**src/hdl/evf_pkg.sv**
```systemverilog
package evf_pkg;
  localparam int TILE_LAST = 3600;
  localparam int LINE_DEPTH = TILE_LAST + 1;
  localparam int AW = $clog2(LINE_DEPTH);
  localparam int CW = 12;
  localparam int DW = 16;
  localparam logic CFG_MIN_ELEV = 1'b0;
  localparam logic CFG_LAST_IDX = 1'b1;

  // Reciprocals for exact division of a 19-bit magnitude by 3, 5 and 7.
  localparam logic [19:0] RECIP3 = 20'd699051;
  localparam logic [19:0] RECIP5 = 20'd838861;
  localparam logic [19:0] RECIP7 = 20'd599187;

  typedef struct packed {
    logic signed [DW-1:0] elevation;
    logic [CW-1:0]        row;
    logic [CW-1:0]        col;
    logic                 was_void;
  } res_t;

  typedef struct packed {
    logic [DW-1:0] s;
    logic [CW-1:0] r;
    logic [CW-1:0] c;
  } job_t;
endpackage

```
**src/hdl/evf_front.sv**
```systemverilog
module evf_front (
  input  logic                clk,
  input  logic                rst_n,
  input  logic                in_valid,
  output logic                in_ready,
  input  logic [15:0]         in_sample,
  input  logic                in_tile_start,
  input  logic [11:0]         last,
  output logic                q_valid,
  input  logic                q_ready,
  output evf_pkg::job_t       q_job
);
  import evf_pkg::*;
  logic [CW-1:0] row_r, col_r, r, c;
  logic [1:0] cnt_r;
  job_t buf_r [2];
  logic wp_r, rp_r;

  assign in_ready = (cnt_r != 2'd2);
  assign q_valid = (cnt_r != 2'd0);
  assign q_job = buf_r[rp_r];

  always_comb begin
    r = in_tile_start ? last : row_r;
    c = in_tile_start ? last : col_r;
    if (r > CW'(TILE_LAST)) r = CW'(TILE_LAST);
    if (c > CW'(TILE_LAST)) c = CW'(TILE_LAST);
  end

  wire push = in_valid && in_ready;
  wire pop = q_valid && q_ready;

  always_ff @(posedge clk) begin
    if (!rst_n) begin
      row_r <= '0;
      col_r <= '0;
      cnt_r <= '0;
      wp_r <= 1'b0;
      rp_r <= 1'b0;
    end else begin
      if (push) begin
        buf_r[wp_r] <= '{s: in_sample, r: r, c: c};
        wp_r <= ~wp_r;
        if (c == '0) begin
          col_r <= last;
          row_r <= (r == '0) ? last : r - CW'(1);
        end else begin
          col_r <= c - CW'(1);
          row_r <= r;
        end
      end
      if (pop) rp_r <= ~rp_r;
      cnt_r <= cnt_r + {1'b0, push} - {1'b0, pop};
    end
  end
endmodule

```
**config.mk**
```make
export PLATFORM = sky130hd
export DESIGN_NAME = evf_front
export DESIGN_NICKNAME = d
export VERILOG_FILES = /design/src/hdl/evf_pkg.sv /design/src/hdl/evf_front.sv
export SDC_FILE = /design/constraint.sdc
export NUM_CORES = 1
export LEC_CHECK = 0
export BUFFER_PORTS_ARGS = -buffer_cell sky130_fd_sc_hd__buf_4
export CELL_PAD_IN_SITES_DETAIL_PLACEMENT = 0
export CELL_PAD_IN_SITES_GLOBAL_PLACEMENT = 1
export CORE_MARGIN = 2
export CORE_UTILIZATION = 45
export DETAILED_ROUTE_END_ITERATION = 6
export PLACE_DENSITY_LB_ADDON = 0.1
export SETUP_SLACK_MARGIN = 0.5
export SLEW_MARGIN = 20
export SYNTH_ARGS = -nofsm -noshare
export SYNTH_HDL_FRONTEND = slang
export SYNTH_SLANG_ARGS = --single-unit
```
**constraint.sdc**
```tcl
create_clock -name clk -period 3.7 [get_ports clk]
set_clock_uncertainty 0.05 [all_clocks]
set_input_delay 0 -clock clk [delete_from_list [all_inputs] [get_ports clk]]
set_output_delay 0 -clock clk [all_outputs]
set_load 0.1 [all_outputs]
```
* Word level (Yosys, flattened, before mapping) *
Memory sizes are Yosys's and may differ from the RTL's. A register that Yosys moved wholly into a read port is not among the register bits.
Index checks and enable logic that the tools add are counted.

storage, ports and cells
  RAM bits = 80
  memories kept = 1
  bits in registers = 28
  bits of input ports = 33
  logic and storage cells = 32
  output and inout port bits = 42

memory list
  name   depth  bits a word  read ports  clocked after Yosys merged registers in  wr ports  RTL line         RTL
  buf_r  2      40           1           1                                        1         evf_front.sv:16  job_t buf_r [2];

cells by class
  reduce and logical (&&, ||, !) cells = 5
  magnitude comparators = 2
  mux-type cells = 12
  equal/unequal tests = 1
  bitwise logic cells = 2
  add/subtract/negate cells = 4

operator list
  operator                                                               number
  12-bit 2-to-1 mux                                                      7
  12-bit > comparator (second input constant)                            2
  12-bit zero test                                                       2
  12-bit by 1-bit subtractor with 12-bit output (second input constant)  2
  1-bit 2-to-1 mux                                                       5
  2-bit by 1-bit adder with 2-bit output                                 1
  1-bit logical AND                                                      2
  2-bit inequality test (second input constant)                          1
  1-bit NOT                                                              2
  2-bit nonzero test                                                     1
  2-bit by 1-bit subtractor with 2-bit output                            1

* Longest topological paths before layout *
  word-level depth = 6
  depth in mapped cells = 18
  mapped depth without buffers = 12

* Least setup slack after synthesis *
No wires, ideal clock.

  kind = register to register
  from = reg cnt_r[0]
  to = mem buf_r[0][0] in the netlist's numbering (enable)
  path buffers = 0
  cell stages (with the launch flop) = 5
  arrival time = 3212 ps
  setup slack = 0 ps
  required time = 3213 ps
  clock period less this slack = 3700 ps
  cell sequence = dfxtp_1 -> nand2b_1 -> and2_1 -> nand2_1 -> nor2_1

between the ends
  longest elaborated chain between the ends = 5

ends and longest elaborated chain
  what                                    RTL line         RTL
  from (decl)                             evf_front.sv:15  logic [1:0] cnt_r;
  from (signal assigned)                  evf_front.sv:53  cnt_r <= cnt_r + {1'b0, push} - {1'b0, pop};
  2-bit inequality test                   evf_front.sv:19  assign in_ready = (cnt_r != 2'd2);
  named net in_ready                      evf_front.sv:5   output logic in_ready,
  1-bit logical AND                       evf_front.sv:30  wire push = in_valid && in_ready;
  1-bit 2-to-1 mux                        evf_front.sv:41  if (push) begin
  1-bit 2-to-1 mux                        evf_front.sv:34  if (!rst_n) begin
  1-bit 2-to-1 mux (implied by the code)  evf_front.sv:42  buf_r[wp_r] <= '{s: in_sample, r: r, c: c};
  to (decl)                               evf_front.sv:16

The timed path passes the listed nets, and every way through them passes these cells.

* Final worst setup path *
  from = reg col_r[3]
  to = reg row_r[6]

between the ends
  longest elaborated chain between the ends = 5

ends and longest elaborated chain
  what                    RTL line         RTL
  from (decl)             evf_front.sv:14  logic [CW-1:0] row_r, col_r, r, c;
  from (signal assigned)  evf_front.sv:45  col_r <= last;
  from (signal assigned)  evf_front.sv:48  col_r <= c - CW'(1);
  12-bit 2-to-1 mux       evf_front.sv:25  c = in_tile_start ? last : col_r;
  12-bit > comparator     evf_front.sv:27  if (c > CW'(TILE_LAST)) c = CW'(TILE_LAST);
  12-bit 2-to-1 mux       evf_front.sv:27
  named net c[0]          evf_front.sv:14
  12-bit zero test        evf_front.sv:44  if (c == '0) begin
  12-bit 2-to-1 mux       evf_front.sv:44
  to (signal assigned)    evf_front.sv:46  row_r <= (r == '0) ? last : r - CW'(1);
  to (signal assigned)    evf_front.sv:49  row_r <= r;
  to (decl)               evf_front.sv:14

The timed path passes the listed nets, and every way through them passes these cells.
A chain may end at the register's enable or synchronous reset.

==> report_table.html <==
<table>
<tr><th>Metric</th><th>Value</th></tr>
<tr><th colspan="2">Status</th></tr>
<tr><td>Result of the run</td><td>completed</td></tr>
<tr><th colspan="2">Critical path</th></tr>
<tr><td>Critical Setup Path Class</td><td>reg2reg</td></tr>
<tr><td>Critical-path maximum fanout</td><td>6</td></tr>
<tr><td>Crit path DAT</td><td>3.21 ns</td></tr>
<tr><td>Endpoint kind of the worst setup timing path</td><td>register</td></tr>
<tr><td>Reg2Reg Launch Point</td><td>col_r[3]</td></tr>
<tr><td>Worst R2R End</td><td>row_r[6]</td></tr>
<tr><td>Setup slack on the worst flop-to-flop path</td><td>0.68 ns</td></tr>
<tr><td>Required @ worst endpoint</td><td>3.90 ns</td></tr>
<tr><td>Number of cells on the worst reg-to-reg path</td><td>11</td></tr>
<tr><td>Startpoint Class</td><td>register</td></tr>
<tr><th colspan="2">Power and ir drop</th></tr>
<tr><td>Switching power total</td><td>1.91 mW</td></tr>
<tr><td>Leakage power total</td><td>around 2.5 nW</td></tr>
<tr><td>Worst VDD drop</td><td>0.476 mV</td></tr>
<tr><td>Power share of the sequential group</td><td>0.359</td></tr>
<tr><td>Clock group share of total power</td><td>0.220</td></tr>
<tr><td>Comb pwr share</td><td>0.421</td></tr>
<tr><td>Switching part of the total power</td><td>0.431</td></tr>
<tr><td>Power per standard cell area</td><td>654 nW/um^2</td></tr>
<tr><td>Internal Power</td><td>2.52 mW</td></tr>
<tr><th colspan="2">STA</th></tr>
<tr><td>Worst slew slack as a fraction of its limit</td><td>0.317</td></tr>
<tr><td>Total Negative Setup Slacks</td><td>0 ns</td></tr>
<tr><td>Highest clock rate</td><td>around 0.33 GHz</td></tr>
<tr><td>Total of endpoints with negative setup slack in the final report</td><td>0</td></tr>
<tr><td>Post-layout min period</td><td>3.02 ns</td></tr>
<tr><td>RSZ-0062 raised after global routing</td><td>yes</td></tr>
<tr><td>Number of hold violations in the final report</td><td>0</td></tr>
<tr><td>Crit share post-route</td><td>0.815</td></tr>
<tr><td>Max-slew violation count</td><td>0</td></tr>
<tr><td>Tightest Pin Transition</td><td>just over 1 ns</td></tr>
<tr><th colspan="2">Global routing</th></tr>
<tr><td>Maximum number of pins on one net before global-route repair</td><td>42</td></tr>
<tr><td>GRT Overall Usage</td><td>0.219</td></tr>
<tr><td>Via count of the first global-routing pass</td><td>4060</td></tr>
<tr><td>Overflow left after global routing</td><td>0</td></tr>
<tr><td>Antenna violations before repair</td><td>0</td></tr>
<tr><td>Wire length of the first global-routing pass</td><td>21600 um</td></tr>
<tr><th colspan="2">Run</th></tr>
<tr><td>Number of maximum-capacitance constraint violations</td><td>0</td></tr>
<tr><th colspan="2">Routing</th></tr>
<tr><td>Iter 0 DRT Violations</td><td>259</td></tr>
<tr><td>Total wire length</td><td>14000 um</td></tr>
<tr><td>Via count</td><td>between 4k and 5k</td></tr>
<tr><td>Number of search-and-repair iterations in the first detailed-routing pass</td><td>6</td></tr>
<tr><td>Routed length per placed instance</td><td>slightly below 20 um</td></tr>
<tr><td>Residual DRC count</td><td>0</td></tr>
<tr><td>Vias per inst</td><td>5.79</td></tr>
<tr><td>Post-route antenna net violation count</td><td>0</td></tr>
<tr><th colspan="2">Clock network</th></tr>
<tr><td>Worst-skew pair later-pin latency</td><td>0.36 ns</td></tr>
<tr><td>Clock input transition at the sequential cells of the worst setup and hold paths</td><td>0.07 ns</td></tr>
<tr><td>Maximum level of the CTS H-tree</td><td>3</td></tr>
<tr><td>Number of CTS-inserted buffers</td><td>9</td></tr>
<tr><td>Buffer type at the clock tree root</td><td>sky130_fd_sc_hd__clkbuf_16</td></tr>
<tr><td>CTS sink cnt</td><td>109</td></tr>
<tr><td>Maximum clock insertion buffer count</td><td>2</td></tr>
<tr><td>Clock tree from TritonCTS</td><td>yes</td></tr>
<tr><th colspan="2">Placement</th></tr>
<tr><td>Half-perimeter wire length after detailed placement</td><td>9230 um</td></tr>
<tr><td>Placed Instance Area</td><td>6210 sq um</td></tr>
<tr><td>RD Place Congestion</td><td>0.939</td></tr>
<tr><td>I/O Buffers</td><td>74</td></tr>
<tr><th colspan="2">Die</th></tr>
<tr><td>DIE AREA</td><td>~13000 sq um</td></tr>
<tr><td>Horizontal extent of the die</td><td>114 um</td></tr>
<tr><td>Initial cell density of the core</td><td>0.458</td></tr>
<tr><td>FP Rows</td><td>40</td></tr>
<tr><td>Number of top-level pins</td><td>75</td></tr>
<tr><td>Y dimension of the die</td><td>114 um</td></tr>
<tr><td>Core footprint</td><td>11900 sq um</td></tr>
<tr><th colspan="2">Logic synthesis</th></tr>
<tr><td>Share of flip-flops with an asynchronous set or reset after synthesis</td><td>0</td></tr>
<tr><td>Mapped Cells</td><td>between 400 and 500</td></tr>
<tr><td>Most repeated cell in the gate-level netlist after synthesis</td><td>sky130_fd_sc_hd__edfxtp_1</td></tr>
<tr><td>Count of flip-flops with a built-in enable after synthesis</td><td>80</td></tr>
<tr><td>Area contributors post-synth</td><td>sky130_fd_sc_hd__edfxtp_1, sky130_fd_sc_hd__dfxtp_1, sky130_fd_sc_hd__mux2_2, sky130_fd_sc_hd__mux2i_1, sky130_fd_sc_hd__o21ai_0</td></tr>
<tr><td>Average instance area after synthesis</td><td>11.8 sq um</td></tr>
<tr><td>Number of library cell types mapped by synthesis</td><td>66</td></tr>
<tr><td>Post-synthesis instance area</td><td>5460 sq um</td></tr>
<tr><td>Syn_nets</td><td>500</td></tr>
<tr><td>Share of the synthesized area in the top cell type</td><td>0.440</td></tr>
<tr><td>Synthesis warning total</td><td>0</td></tr>
<tr><td>Most used standard cells in the synthesized netlist</td><td>sky130_fd_sc_hd__edfxtp_1, sky130_fd_sc_hd__mux2_2, sky130_fd_sc_hd__nor2_1</td></tr>
<tr><td>Dominant register cell in the synthesized netlist</td><td>sky130_fd_sc_hd__edfxtp_1</td></tr>
<tr><td>Post-synthesis sequential element count</td><td>109</td></tr>
<tr><td>Share of the yosys chip area belonging to registers</td><td>0.547</td></tr>
<tr><td>Cell taking the most area after synthesis</td><td>sky130_fd_sc_hd__edfxtp_1</td></tr>
<tr><th colspan="2">Layout</th></tr>
<tr><td>Final design area excluding fillers</td><td>approximately 6800 sq um</td></tr>
<tr><td>Diodes inserted</td><td>0</td></tr>
<tr><td>Share of layout cells above drive strength 1</td><td>0.299</td></tr>
<tr><td># nets final</td><td>598</td></tr>
<tr><td>Area Overhead vs Synth</td><td>24.2%</td></tr>
<tr><th colspan="2">Worst hold path</th></tr>
<tr><td>Terminating pin of the worst hold path</td><td>row_r[1]</td></tr>
<tr><td>Worst min-delay path class</td><td>in2reg</td></tr>
<tr><td>Cells on Worst Hold Path</td><td>3</td></tr>
<tr><td>Start point of the worst min-delay path</td><td>last[1]</td></tr>
</table>
==> layout make-up <==
type | count | area [sq um]
fillers | 1012 | 5130
inverters | 16 | 60.1
clock buffers | 11 | 233
flip-flops and latches | 109 | 2980
well taps | 147 | 184
repair buffers | 112 | 913
multi-input cells | 312 | 2340
clock inverters | 5 | 60.1
==> per-layer routing <==
metal	GRT usage	routed length, um
met1	0.295	6420
met2	0.349	6490
met3	0.0424	826
met4	0.0894	240
met5	0	0
==> placed cells by master, fill, tap and decap left out, drive strengths merged, types with 3 or more instances in the layout <==
cell         instances
nand3                3
o31ai                3
buf                 88
nor4b                3
nand2b               7
a31oi                6
a21o                 3
nor3                15
ha                   5
a32o                 3
xnor2               10
inv                 17
mux2                47
a21boi               7
a22oi                4
nor2b                4
mux2i               17
clkbuf              11
clkinv               3
nand2               28
a21oi               14
edfxtp              80
nor2                30
nand4b               4
o211ai               3
o21ai               25
nor3b                4
dfxtp               29
a22o                 5
and2                10
dlygate4sd3         24
or3b                 4
o221ai              10
or3                  9
==> registers in the layout, indices dropped and copies added, names as in the netlist, named ones only <==
name	flops
buf_r	80
cnt_r	2
col_r	12
row_r	12
rp_r	1
wp_r	1
==> critical path, cell delays in order (launching register included) <==
cell and delay (ns):
sky130_fd_sc_hd__dfxtp_1 0.41, sky130_fd_sc_hd__nor3_1 0.13, sky130_fd_sc_hd__a22oi_2 0.29, sky130_fd_sc_hd__a22o_2 0.26
sky130_fd_sc_hd__nor2_1 0.10, sky130_fd_sc_hd__inv_1 0.07, sky130_fd_sc_hd__ha_1 0.17, sky130_fd_sc_hd__o221ai_1 0.13
sky130_fd_sc_hd__or3_1 0.40, sky130_fd_sc_hd__or3_4 0.41, sky130_fd_sc_hd__o41a_1 0.38, sky130_fd_sc_hd__o311a_1 0.11
==> logic make-up after synthesis <==
group / synth area share
simple gates: 0.132
flops: 0.547
compound gates: 0.130
mux: 0.129
buf+inv: 0.0321
xor+xnor: 0.0193
fa+ha+maj: 0.0115
==> through the flow <==
stage	setup slack, ns	power [mW]	utilization	hold WS, ns	cells
2_1_floorplan	0.543	3.05	-	0.0489	462
3_3_place_gp	0.565	3.45	0.521	0.135	672
3_5_place_dp	0.439	3.46	0.521	0.138	672
4_1_cts	0.514	4.45	0.566	0.00549	712
5_1_grt	0.501	4.61	0.569	0.0336	712
6_report	0.683	4.43	0.569	0.0248	712
==> worst max path at each step <==
stage                       start   endpoint  slack [ns]
floorplan           in_tile_start   row_r[6]        0.54
global placement    in_tile_start   row_r[6]        0.57
detailed placement  in_tile_start  row_r[11]        0.44
CTS                      col_r[3]   row_r[6]        0.51
global route             col_r[3]   row_r[6]        0.50
finish                   col_r[3]   row_r[6]        0.68
==> power groups by stage <==
stage          combinational, mW  sequential [mW]  clock, mW
2_1_floorplan               1.51             1.54          0
3_3_place_gp                1.83             1.62          0
3_5_place_dp                1.84             1.62          0
4_1_cts                     1.86             1.59      0.997
5_1_grt                     1.95             1.61       1.04
6_report                    1.87             1.59      0.975
==> what timing repair did <==
action | CTS | global route
endpoints found under the setup margin | 0 | 17
gates resized for setup | 0 | 7
setup buffers | 0 | 0
endpoints found under the hold margin | 49 | 0
hold buffers | 24 | 0
Note: power is estimated with default switching activity, not from simulation.
